===== config.mk =====
export PLATFORM = sky130hd
export DESIGN_NAME = overwrite_ring_buffer_top_flat
export DESIGN_NICKNAME = d
export VERILOG_FILES = /design/src/rtl/orb_pkg.sv /design/src/rtl/orb_if.sv /design/src/rtl/overwrite_ring_buffer_top.sv /design/src/rtl/orb_front.sv /design/src/rtl/orb_back.sv /design/src/rtl/orb_outq.sv /design/src/flat_wrapper.sv
export SDC_FILE = /design/constraint.sdc
export NUM_CORES = 2
export LEC_CHECK = 0
export BUFFER_PORTS_ARGS = -buffer_cell sky130_fd_sc_hd__buf_2
export CAP_MARGIN = 10
export CORE_MARGIN = 2
export CORE_UTILIZATION = 58
export CTS_BUF_LIST = sky130_fd_sc_hd__clkbuf_2 sky130_fd_sc_hd__clkbuf_4 sky130_fd_sc_hd__clkbuf_8
export CTS_CLUSTER_SIZE = 12
export DETAILED_ROUTE_END_ITERATION = 8
export PLACE_DENSITY = 0.84
export SYNTH_ARGS = -nofsm -noshare
export SYNTH_HDL_FRONTEND = slang
export SYNTH_MEMORY_MAX_BITS = 65536
export SYNTH_SLANG_ARGS = --single-unit

===== constraint.sdc =====
create_clock -name clk -period 6.3 [get_ports clk]
set_input_delay 0.945 -clock clk [delete_from_list [all_inputs] [get_ports clk]]
set_output_delay 0.945 -clock clk [all_outputs]
set_load 0.1 [all_outputs]

===== src/rtl/orb_pkg.sv =====
// Shared constants, types and helpers of the overwrite ring buffer.
`default_nettype none
package orb_pkg;

  localparam int RING_DEPTH = 256;
  localparam int PTR_W      = $clog2(RING_DEPTH);
  localparam int MAX_READ   = 64;
  localparam int CNT_W      = 7;
  localparam int SAMPLE_W   = 16;
  localparam int LIMIT_W    = 15;
  localparam int FILL_W     = 8;
  localparam int FILL_MAX   = 255;
  localparam int PADDR_W    = 3;
  localparam int PDATA_W    = 32;
  localparam int QDEPTH     = 2;
  localparam int QPTR_W     = 1;
  localparam int QLVL_W     = 2;

  localparam logic [LIMIT_W-1:0] CLAMP_RESET = 15'd4096;

  // Register index of clamp_limit, taken from paddr[2]
  localparam logic REG_CLAMP = 1'b0;

  localparam logic MODE_WRITE = 1'b0;
  localparam logic MODE_READ  = 1'b1;

  typedef struct packed {
    logic                       mode;
    logic signed [SAMPLE_W-1:0] sample;
    logic [CNT_W-1:0]           count;
  } cmd_t;

  typedef struct packed {
    logic signed [SAMPLE_W-1:0] sample_out;
    logic                       valid_res;
    logic                       last;
    logic                       overflow;
    logic [FILL_W-1:0]          fill_level;
  } res_t;

  function automatic logic [FILL_W-1:0] sat_fill(input logic [PTR_W-1:0] a);
    if (32'(a) > 32'(FILL_MAX)) begin
      return FILL_W'(FILL_MAX);
    end else begin
      return FILL_W'(a);
    end
  endfunction

endpackage
`default_nettype wire


===== src/rtl/orb_if.sv =====
// Request and response channel interfaces.
`default_nettype none
interface orb_req_if import orb_pkg::*; ();
  logic                       valid;
  logic                       ready;
  logic                       mode;
  logic signed [SAMPLE_W-1:0] sample_in;
  logic [CNT_W-1:0]           read_count;

  modport source (output valid, mode, sample_in, read_count, input ready);
  modport sink   (input valid, mode, sample_in, read_count, output ready);
endinterface

interface orb_rsp_if import orb_pkg::*; ();
  logic                       valid;
  logic                       ready;
  logic signed [SAMPLE_W-1:0] sample_out;
  logic                       valid_res;
  logic                       last;
  logic                       overflow;
  logic [FILL_W-1:0]          fill_level;

  modport source (output valid, sample_out, valid_res, last, overflow, fill_level,
                  input ready);
  modport sink   (input valid, sample_out, valid_res, last, overflow, fill_level,
                  output ready);
endinterface
`default_nettype wire


===== src/rtl/overwrite_ring_buffer_top.sv =====
// Top level of the overwrite ring buffer.
//
//   port      dir    word
//   req       in     mode, sample_in, read_count
//   rsp       out    sample_out, valid_res, last, overflow, fill_level
//   apb       in     clamp_limit at byte address 0
//
// A write word yields one result, registered in the back end and then queued.
// A read word first sizes its run, then reads one sample whenever there is room:
// a result in flight plus one held in the result queue stall the back end.
// The back end runs one word at a time.
// Reset clears the ring positions and queues at once; memory is not cleared.
// A stalled rsp backs up into the two-entry command queue, then req.ready drops.
`default_nettype none
module overwrite_ring_buffer_top import orb_pkg::*; (
  input  wire logic               clk,
  input  wire logic               rst,
  orb_req_if.sink                 req,
  orb_rsp_if.source               rsp,
  input  wire logic               psel,
  input  wire logic               penable,
  input  wire logic               pwrite,
  input  wire logic [PADDR_W-1:0] paddr,
  input  wire logic [PDATA_W-1:0] pwdata,
  output logic      [PDATA_W-1:0] prdata,
  output logic                    pready
);

  logic              cmd_valid;
  cmd_t              cmd;
  logic              cmd_pop;
  logic [QLVL_W-1:0] oq_level;
  logic              res_valid;
  res_t              res;

  orb_front u_front (
    .clk       (clk),
    .rst       (rst),
    .req       (req),
    .psel      (psel),
    .penable   (penable),
    .pwrite    (pwrite),
    .paddr     (paddr),
    .pwdata    (pwdata),
    .prdata    (prdata),
    .pready    (pready),
    .cmd_valid (cmd_valid),
    .cmd       (cmd),
    .cmd_pop   (cmd_pop)
  );

  orb_back u_back (
    .clk       (clk),
    .rst       (rst),
    .cmd_valid (cmd_valid),
    .cmd       (cmd),
    .cmd_pop   (cmd_pop),
    .oq_level  (oq_level),
    .res_valid (res_valid),
    .res       (res)
  );

  orb_outq u_outq (
    .clk       (clk),
    .rst       (rst),
    .res_valid (res_valid),
    .res       (res),
    .level     (oq_level),
    .rsp       (rsp)
  );

endmodule
`default_nettype wire


===== src/rtl/orb_front.sv =====
// Front end: register port, sample clamp, count saturation and command queue.
`default_nettype none
module orb_front import orb_pkg::*; (
  input  wire logic               clk,
  input  wire logic               rst,
  orb_req_if.sink                 req,
  input  wire logic               psel,
  input  wire logic               penable,
  input  wire logic               pwrite,
  input  wire logic [PADDR_W-1:0] paddr,
  input  wire logic [PDATA_W-1:0] pwdata,
  output logic      [PDATA_W-1:0] prdata,
  output logic                    pready,
  output logic                    cmd_valid,
  output cmd_t                    cmd,
  input  wire logic               cmd_pop
);

  logic [LIMIT_W-1:0] clamp_limit;
  cmd_t               q [QDEPTH];
  logic [QPTR_W-1:0]  wr_ptr;
  logic [QPTR_W-1:0]  rd_ptr;
  logic [QLVL_W-1:0]  level;
  logic               push;
  cmd_t               cls;
  logic signed [SAMPLE_W:0] s_ext;
  logic signed [SAMPLE_W:0] lim_ext;

  assign pready = 1'b1;

  always_ff @(posedge clk) begin
    if (rst) begin
      clamp_limit <= CLAMP_RESET;
    end else if (psel && penable && pwrite && paddr[2] == REG_CLAMP) begin
      clamp_limit <= pwdata[LIMIT_W-1:0];
    end
  end

  always_comb begin
    prdata = '0;
    if (paddr[2] == REG_CLAMP) begin
      prdata = PDATA_W'(clamp_limit);
    end
  end

  // Classify: clamp writes, saturate read counts
  always_comb begin
    s_ext   = (SAMPLE_W+1)'(req.sample_in);
    lim_ext = $signed({2'b00, clamp_limit});
    cls.mode   = req.mode;
    cls.sample = req.sample_in;
    if (s_ext > lim_ext) begin
      cls.sample = SAMPLE_W'(lim_ext);
    end else if (s_ext < -lim_ext) begin
      cls.sample = SAMPLE_W'(-lim_ext);
    end
    cls.count = req.read_count;
    if (32'(req.read_count) > MAX_READ) begin
      cls.count = CNT_W'(MAX_READ);
    end
  end

  assign req.ready = (level != QLVL_W'(QDEPTH));
  assign push      = req.valid && req.ready;
  assign cmd_valid = (level != '0);
  assign cmd       = q[rd_ptr];

  always_ff @(posedge clk) begin
    if (push) begin
      q[wr_ptr] <= cls;
    end
  end

  always_ff @(posedge clk) begin
    if (rst) begin
      wr_ptr <= '0;
      rd_ptr <= '0;
      level  <= '0;
    end else begin
      if (push) begin
        wr_ptr <= wr_ptr + 1'b1;
      end
      if (cmd_pop) begin
        rd_ptr <= rd_ptr + 1'b1;
      end
      level <= level + QLVL_W'(push) - QLVL_W'(cmd_pop);
    end
  end

endmodule
`default_nettype wire


===== src/rtl/orb_back.sv =====
// Back end: sample memory, ring positions and the read sequencer.
`default_nettype none
module orb_back import orb_pkg::*; (
  input  wire logic              clk,
  input  wire logic              rst,
  input  wire logic              cmd_valid,
  input  wire cmd_t              cmd,
  output logic                   cmd_pop,
  input  wire logic [QLVL_W-1:0] oq_level,
  output logic                   res_valid,
  output res_t                   res
);

  typedef enum logic [1:0] {
    ST_IDLE = 2'b01,
    ST_READ = 2'b10
  } state_t;

  state_t                    state;
  logic [SAMPLE_W-1:0]       mem [RING_DEPTH];
  logic [SAMPLE_W-1:0]       mem_q;
  logic [PTR_W-1:0]          wp;
  logic [PTR_W-1:0]          rp;
  logic [CNT_W-1:0]          remaining;
  logic                      s1_valid;
  logic                      s1_from_mem;
  logic                      s1_last;
  logic                      s1_ovf;
  logic [FILL_W-1:0]         s1_fill;

  logic                      space;
  logic [PTR_W-1:0]          avail;
  logic [PTR_W-1:0]          wp_next;
  logic [PTR_W-1:0]          rp_next;
  logic                      ovf_next;
  logic [CNT_W-1:0]          n_next;
  logic                      do_write;
  logic                      do_rd;

  // Room downstream for one more result counting the one in flight
  assign space = (32'(oq_level) + 32'(s1_valid)) < QDEPTH;
  assign avail = wp - rp;

  assign cmd_pop  = (state == ST_IDLE) && cmd_valid && space;
  assign do_write = cmd_pop && (cmd.mode == MODE_WRITE);
  assign do_rd    = (state == ST_READ) && space;

  always_comb begin
    wp_next  = wp + 1'b1;
    rp_next  = rp;
    ovf_next = 1'b0;
    if (wp_next == rp) begin
      rp_next  = rp + 1'b1;
      ovf_next = 1'b1;
    end
    n_next = cmd.count;
    if (32'(avail) < 32'(cmd.count)) begin
      n_next = CNT_W'(avail);
    end
  end

  always_ff @(posedge clk) begin
    if (do_write) begin
      mem[wp] <= cmd.sample;
    end
  end

  always_ff @(posedge clk) begin
    if (do_rd) begin
      mem_q <= mem[rp];
    end
  end

  always_ff @(posedge clk) begin
    if (rst) begin
      state     <= ST_IDLE;
      wp        <= '0;
      rp        <= '0;
      remaining <= '0;
      s1_valid  <= 1'b0;
    end else begin
      s1_valid <= 1'b0;
      case (state)
        ST_IDLE: begin
          if (cmd_pop) begin
            if (cmd.mode == MODE_WRITE) begin
              wp       <= wp_next;
              rp       <= rp_next;
              s1_valid <= 1'b1;
            end else if (n_next == '0) begin
              s1_valid <= 1'b1;
            end else begin
              remaining <= n_next;
              state     <= ST_READ;
            end
          end
        end
        ST_READ: begin
          if (do_rd) begin
            rp        <= rp + 1'b1;
            remaining <= remaining - 1'b1;
            s1_valid  <= 1'b1;
            if (remaining == CNT_W'(1)) begin
              state <= ST_IDLE;
            end
          end
        end
        default: begin
          state <= ST_IDLE;
        end
      endcase
    end
  end

  // Result metadata, aligned with the registered memory read
  always_ff @(posedge clk) begin
    if (cmd_pop) begin
      s1_from_mem <= 1'b0;
      s1_last     <= 1'b1;
      if (cmd.mode == MODE_WRITE) begin
        s1_ovf  <= ovf_next;
        s1_fill <= sat_fill(wp_next - rp_next);
      end else begin
        s1_ovf  <= 1'b0;
        s1_fill <= sat_fill(avail);
      end
    end else if (do_rd) begin
      s1_from_mem <= 1'b1;
      s1_last     <= (remaining == CNT_W'(1));
      s1_ovf      <= 1'b0;
      s1_fill     <= sat_fill(avail - 1'b1);
    end
  end

  assign res_valid      = s1_valid;
  assign res.sample_out = s1_from_mem ? mem_q : '0;
  assign res.valid_res  = s1_from_mem;
  assign res.last       = s1_last;
  assign res.overflow   = s1_ovf;
  assign res.fill_level = s1_fill;

endmodule
`default_nettype wire


===== src/rtl/orb_outq.sv =====
// Two-entry result queue that drives the response channel.
`default_nettype none
module orb_outq import orb_pkg::*; (
  input  wire logic         clk,
  input  wire logic         rst,
  input  wire logic         res_valid,
  input  wire res_t         res,
  output logic [QLVL_W-1:0] level,
  orb_rsp_if.source         rsp
);

  res_t              q [QDEPTH];
  logic [QPTR_W-1:0] wr_ptr;
  logic [QPTR_W-1:0] rd_ptr;
  logic              pop;
  res_t              head;

  assign head           = q[rd_ptr];
  assign rsp.valid      = (level != '0);
  assign rsp.sample_out = head.sample_out;
  assign rsp.valid_res  = head.valid_res;
  assign rsp.last       = head.last;
  assign rsp.overflow   = head.overflow;
  assign rsp.fill_level = head.fill_level;
  assign pop            = rsp.valid && rsp.ready;

  always_ff @(posedge clk) begin
    if (res_valid) begin
      q[wr_ptr] <= res;
    end
  end

  always_ff @(posedge clk) begin
    if (rst) begin
      wr_ptr <= '0;
      rd_ptr <= '0;
      level  <= '0;
    end else begin
      if (res_valid) begin
        wr_ptr <= wr_ptr + 1'b1;
      end
      if (pop) begin
        rd_ptr <= rd_ptr + 1'b1;
      end
      level <= level + QLVL_W'(res_valid) - QLVL_W'(pop);
    end
  end

endmodule
`default_nettype wire


===== src/flat_wrapper.sv =====
// flat-port wrapper written by rule: the top's interface ports become plain ports
module overwrite_ring_buffer_top_flat import orb_pkg::*;
  (clk, rst, psel, penable, pwrite, paddr, pwdata, prdata, pready, req_valid, req_mode, req_sample_in, req_read_count, req_ready, rsp_valid, rsp_sample_out, rsp_valid_res, rsp_last, rsp_overflow, rsp_fill_level, rsp_ready);
  orb_req_if req_i ();
  orb_rsp_if rsp_i ();
  input  wire logic clk;
  input  wire logic rst;
  input  wire logic psel;
  input  wire logic penable;
  input  wire logic pwrite;
  input  wire logic [PADDR_W-1:0] paddr;
  input  wire logic [PDATA_W-1:0] pwdata;
  output logic      [PDATA_W-1:0] prdata;
  output logic pready;
  input wire logic [$bits(req_i.valid)-1:0] req_valid;
  input wire logic [$bits(req_i.mode)-1:0] req_mode;
  input wire logic [$bits(req_i.sample_in)-1:0] req_sample_in;
  input wire logic [$bits(req_i.read_count)-1:0] req_read_count;
  output wire logic [$bits(req_i.ready)-1:0] req_ready;
  output wire logic [$bits(rsp_i.valid)-1:0] rsp_valid;
  output wire logic [$bits(rsp_i.sample_out)-1:0] rsp_sample_out;
  output wire logic [$bits(rsp_i.valid_res)-1:0] rsp_valid_res;
  output wire logic [$bits(rsp_i.last)-1:0] rsp_last;
  output wire logic [$bits(rsp_i.overflow)-1:0] rsp_overflow;
  output wire logic [$bits(rsp_i.fill_level)-1:0] rsp_fill_level;
  input wire logic [$bits(rsp_i.ready)-1:0] rsp_ready;
  assign req_i.valid = req_valid;
  assign req_i.mode = req_mode;
  assign req_i.sample_in = req_sample_in;
  assign req_i.read_count = req_read_count;
  assign req_ready = req_i.ready;
  assign rsp_valid = rsp_i.valid;
  assign rsp_sample_out = rsp_i.sample_out;
  assign rsp_valid_res = rsp_i.valid_res;
  assign rsp_last = rsp_i.last;
  assign rsp_overflow = rsp_i.overflow;
  assign rsp_fill_level = rsp_i.fill_level;
  assign rsp_i.ready = rsp_ready;
  overwrite_ring_buffer_top u_core (.clk(clk), .rst(rst), .req(req_i), .rsp(rsp_i), .psel(psel), .penable(penable), .pwrite(pwrite), .paddr(paddr), .pwdata(pwdata), .prdata(prdata), .pready(pready));
endmodule

==> PnR_summary.wiki <==
{| class="wikitable"
! Metric !! Value
|-
| Cts hold-fix bufs || 0
|-
| Number of instances resized during post-cts repair || 0
|-
| Synthesized instance count || roughly 7600
|-
| Fillers || 16173
|-
| Router iterations before antenna repair || 9
|-
| Final-stage net count || about 8400
|-
| Power per cell area || 347 nW/um^2
|-
| Via-per-instance ratio || 6.93
|-
| Cell internal pwr || approximately 47000 uW
|-
| Layout cells sized above 1 || 0.292
|-
| Largest vdd supply drop || 0.323 mV
|-
| Average size of a mapped cell || roughly 22 sq um
|-
| CP Launch Type || flop
|-
| Number of buffers created by CTS || between 600 and 700
|-
| Multiplexer share of the synthesized area || 0.145
|-
| Leading cell types in the layout, fill and taps excluded || edfxtp_1, mux4_2, clkbuf_8
|-
| Synth unique cells || 91
|-
| Count of endpoints failing hold in the final timing report || 0
|-
| Cell-by-cell listing of the critical path || inv_1 > ha_1 > nor3b_1 > buf_4 > nand2_1 > nor3_1 > nand2_1 > xnor2_1 > ha_1 > nand3_1 > nor3_1 > a2111oi_0 > a32o_1 > buf_4 > mux2i_1 > o2bb2ai_1
|-
| Area share of and/or/nand/nor cells after synthesis || 0.0180
|-
| Setup repair after global routing missed its margin || false
|-
| Compound-Gate Fraction of Synth Area || 0.0406
|-
| Reported max-cap violation count || 0
|-
| Post-route total power || 63700 uW
|-
| Count of flip-flops with a built-in enable after synthesis || approximately 4200
|-
| Logic depth of the worst register-to-register path || 16
|-
| Max H-tree Level || 6
|-
| DP Wirelength || 230000 um
|-
| Worst path arrival time || 5.90 ns
|-
| Combinational Power Share || 0.124
|-
| Setup TNS || 0 ns
|-
| Post-synthesis xor/xnor area fraction || 0.00318
|-
| Crit path required time || slightly above 7 ns
|-
| First element of the critical path || u_core.u_front.clamp_limit[1]$_SDFFE_PP0P_
|-
| Critical setup path kind || flop to flop
|-
| Count of nets left with antenna violations after detail routing || 0
|-
| Number of port buffers || 90
|-
| Number of ports placed on the die boundary || roughly 130
|-
| Latest clock arrival within the worst-skew pair || 1.14 ns
|-
| Synthesis-to-finish area growth || 11.3%
|-
| Shortest period the worst path allows || approximately 5 ns
|-
| Standard cell with the maximum stage delay on the critical path || nor3_1
|-
| Slew @ Worst Pin || around 1.5 ns
|-
| Final worst path period share || 0.811
|-
| Die Area || 289000 sq um
|-
| Post-layout util || 0.650
|-
| Area of all sequential standard cells || approximately 130000 sq um
|-
| Setup crit end || u_core.u_front.q[0][13]$_DFFE_PP_
|-
| Delay of the slowest critical-path stage || about 0.7 ns
|-
| Number of setup buffers added after CTS || 0
|-
| Synthesis warning total || 0
|-
| Buffers & Inverters on Critical Path || 3
|-
| Routed wire length || about 420000 um
|-
| Main combinational cell family by area after synthesis || multiplexers
|-
| Combined area of all synthesized cells || between 150000 and 200000 sq um
|-
| # clock sinks || about 4300
|-
| Antenna violations before repair || 19
|-
| Maximum clock rate || slightly below 200 MHz
|-
| Detailed-route via count || roughly 86000
|-
| Final RePlAce weighted congestion || 0.865
|-
| Endpoint kind of the worst setup timing path || flop
|-
| Maximum number of buffers from clock root to sink || 4
|-
| Largest fanout on the critical path || 15
|-
| Cell chosen for the clock root || clkbuf_8
|-
| Total area of multi-input combinational cells || roughly 35000 sq um
|-
| Area share of fa/ha/maj cells after synthesis || 0.00524
|-
| Average wire length per cell after detail routing || roughly 34 um
|-
| Worst slew margin relative to its limit || 0.00554
|-
| Switching Fraction || 0.256
|-
| Part of the power in registers || 0.536
|-
| Total track usage || 0.288
|-
| Starting utilization of the core area || 0.584
|-
| First-pass GRT wire length || around 600000 um
|-
| Min-delay worst type || primary input to flop
|-
| Overall die height || 538 um
|-
| Fin. max-slew vios || 0
|-
| #FFs+latches synth || ~4300
|-
| Global-route congestion overflow total || 0
|-
| Setup slack of the critical path after layout || ~1.2 ns
|-
| Family of cells with the greatest summed delay on the critical path || simple AND/OR/NAND/NOR gates
|-
| Leak pwr || 0.0572 uW
|-
| Fraction of registers with async set/reset || 0
|-
| Iter 0 DRT Violations || ~14000
|-
| Number of global-route vias before repair || 86800
|-
| Maximum number of pins on one net before global-route repair || about 210
|-
| Most common cell after layout, fill and taps aside || edfxtp_1
|-
| Post-route DRC violation count || 0
|-
| Core box area || 283000 sq um
|-
| TritonCTS clock tree || built
|-
| Net switching power of the design || 16300 uW
|-
| Count of final setup violators || 0
|-
| Die width || between 500 and 600 um
|-
| Setup slack, reg-to-reg || roughly 1.2 ns
|-
| FF-to-FF Start || u_core.u_front.clamp_limit[1]$_SDFFE_PP0P_
|-
| Clock power share || 0.340
|-
| Std cell rows || around 200
|-
| Endpoint of the lowest-slack register-to-register path || u_core.u_front.q[0][13]$_DFFE_PP_
|-
| Status || complete, no violations
|-
| Final worst clock skew || roughly 0.08 ns
|-
| Clock transition at path regs || about 0.060 ns
|-
| Setup slack after placement || 1.31 ns
|-
| Stages on the worst setup path || 16
|-
| Sequential fraction of the synthesis area || 0.774
|-
| Commonest register cell after synthesis || edfxtp_1
|}
[worst min-delay path by stage]
stage	start	to	slack (ns)	cells after the start
floorplan	u_core.u_back.s1_fill[0]$_DFFE_PP_	u_core.u_outq.q[0][0]$_DFFE_PP_	0.42	0
global placement	u_core.u_back.s1_fill[2]$_DFFE_PP_	u_core.u_outq.q[0][2]$_DFFE_PP_	0.43	0
detailed placement	u_core.u_back.s1_fill[6]$_DFFE_PP_	u_core.u_outq.q[1][6]$_DFFE_PP_	0.43	0
CTS	pwdata[3]	u_core.u_front.clamp_limit[3]$_SDFFE_PP0P_	0.06	3
global route	pwdata[14]	u_core.u_front.clamp_limit[14]$_SDFFE_PP0P_	0.09	3
finish	pwdata[3]	u_core.u_front.clamp_limit[3]$_SDFFE_PP0P_	0.11	3
[synth_stat cells, types with 20 or more instances]
cell,number,share of area
o22ai_1,74,0.0028
mux4_2,1024,0.14
nor2_1,353,0.0080
buf_4,45,0.0020
mux2i_1,24,0.0015
nand3_1,21,0.00064
edfxtp_1,4223,0.77
nor2b_1,23,0.00087
nor3_1,50,0.0015
xnor2_1,32,0.0017
a21oi_1,173,0.0052
or3_1,37,0.0014
dfxtp_1,53,0.0064
ha_1,66,0.0050
a221oi_1,133,0.0071
a22o_1,128,0.0068
buf_2,103,0.0031
and2_1,21,0.00080
nand2_1,104,0.0024
clkbuf_1,266,0.0060
inv_1,48,0.0011
o21ai_0,20,0.00061
buf_1,43,0.00098
a22oi_1,273,0.012
mux2_2,45,0.0031
[routing by layer]
| metal | wire [um] | up-vias | share of wire | global-route usage |
|---|---|---|---|---|
| li1 | - | 33505 | - | - |
| met1 | 136000 | 43934 | 0.32 | 0.367 |
| met5 | 195 | - | 0.00046 | 0.00263 |
| met4 | 25100 | 18 | 0.060 | 0.147 |
| met2 | 202000 | 7552 | 0.48 | 0.460 |
| met3 | 55700 | 1359 | 0.13 | 0.0773 |
[per-stage QoR]
stage	area, sq um	std cells	hold WS [ns]
2_1_floorplan	165000	7605	0.421
3_3_place_gp	172000	11354	0.433
3_5_place_dp	172000	11355	0.434
4_1_cts	184000	12445	0.0631
5_1_grt	184000	12454	0.0947
6_report	184000	12456	0.105
[cell type report]
cell class	instances	area share
sequential	4276	0.696
multi-input combinational	2810	0.192
clock buffer	838	0.0559
tap	3743	0.0255
timing repair buffer	478	0.0207
clock inverter	252	0.00882
inverter	51	0.00104
antenna	8	0.000109
[sequential cells by signal, summed over array words and instances (netlist names), named ones only]
name / count
u_core.u_front.level: 2
u_core.u_back.wp: 8
u_core.u_back.s1_last: 1
u_core.u_back.s1_ovf: 1
u_core.u_outq.rd_ptr: 1
u_core.u_outq.wr_ptr: 1
u_core.u_back.res_valid: 1
u_core.u_back.s1_fill: 8
u_core.u_front.clamp_limit: 15
u_core.u_back.s1_from_mem: 1
u_core.u_back.mem_q: 16
u_core.u_front.rd_ptr: 1
u_core.u_back.mem: 4096
u_core.u_back.state: 2
u_core.u_back.remaining: 7
u_core.u_back.rp: 8
u_core.u_outq.q: 54
u_core.u_front.q: 48
u_core.u_outq.level: 2
u_core.u_front.wr_ptr: 1
[logic make-up after synthesis]
| kind of cell | Yosys count |
|---|---|
| muxes | 1099 |
| and+or+nand+nor | 664 |
| buffers and inverters | 519 |
| adders and majority gates | 68 |
| xor gates and xnor gates | 52 |
| DFF | 4276 |
| other | 2 |
| AOI/OAI and AO/OA | 909 |
[worst register-to-register path, stage by stage (launching register included)]
cell	delay, ns
dfxtp_1	0.33
inv_1	0.13
ha_1	0.24
nor3b_1	0.21
buf_4	0.17
nand2_1	0.13
nor3_1	0.71
nand2_1	0.24
xnor2_1	0.25
ha_1	0.29
nand3_1	0.14
nor3_1	0.07
a2111oi_0	0.52
a32o_1	0.68
buf_4	0.36
mux2i_1	0.23
o2bb2ai_1	0.14
[power groups by stage]
stage	logic, uW	registers, uW	clock network [uW]
after floorplan	4860	34900	0
after global placement	7230	34700	0
after detailed placement	7680	34700	0
after CTS	7750	34100	21800
after global routing	8290	34100	22800
final	7920	34100	21700
(Power assumes the default switching activity.)
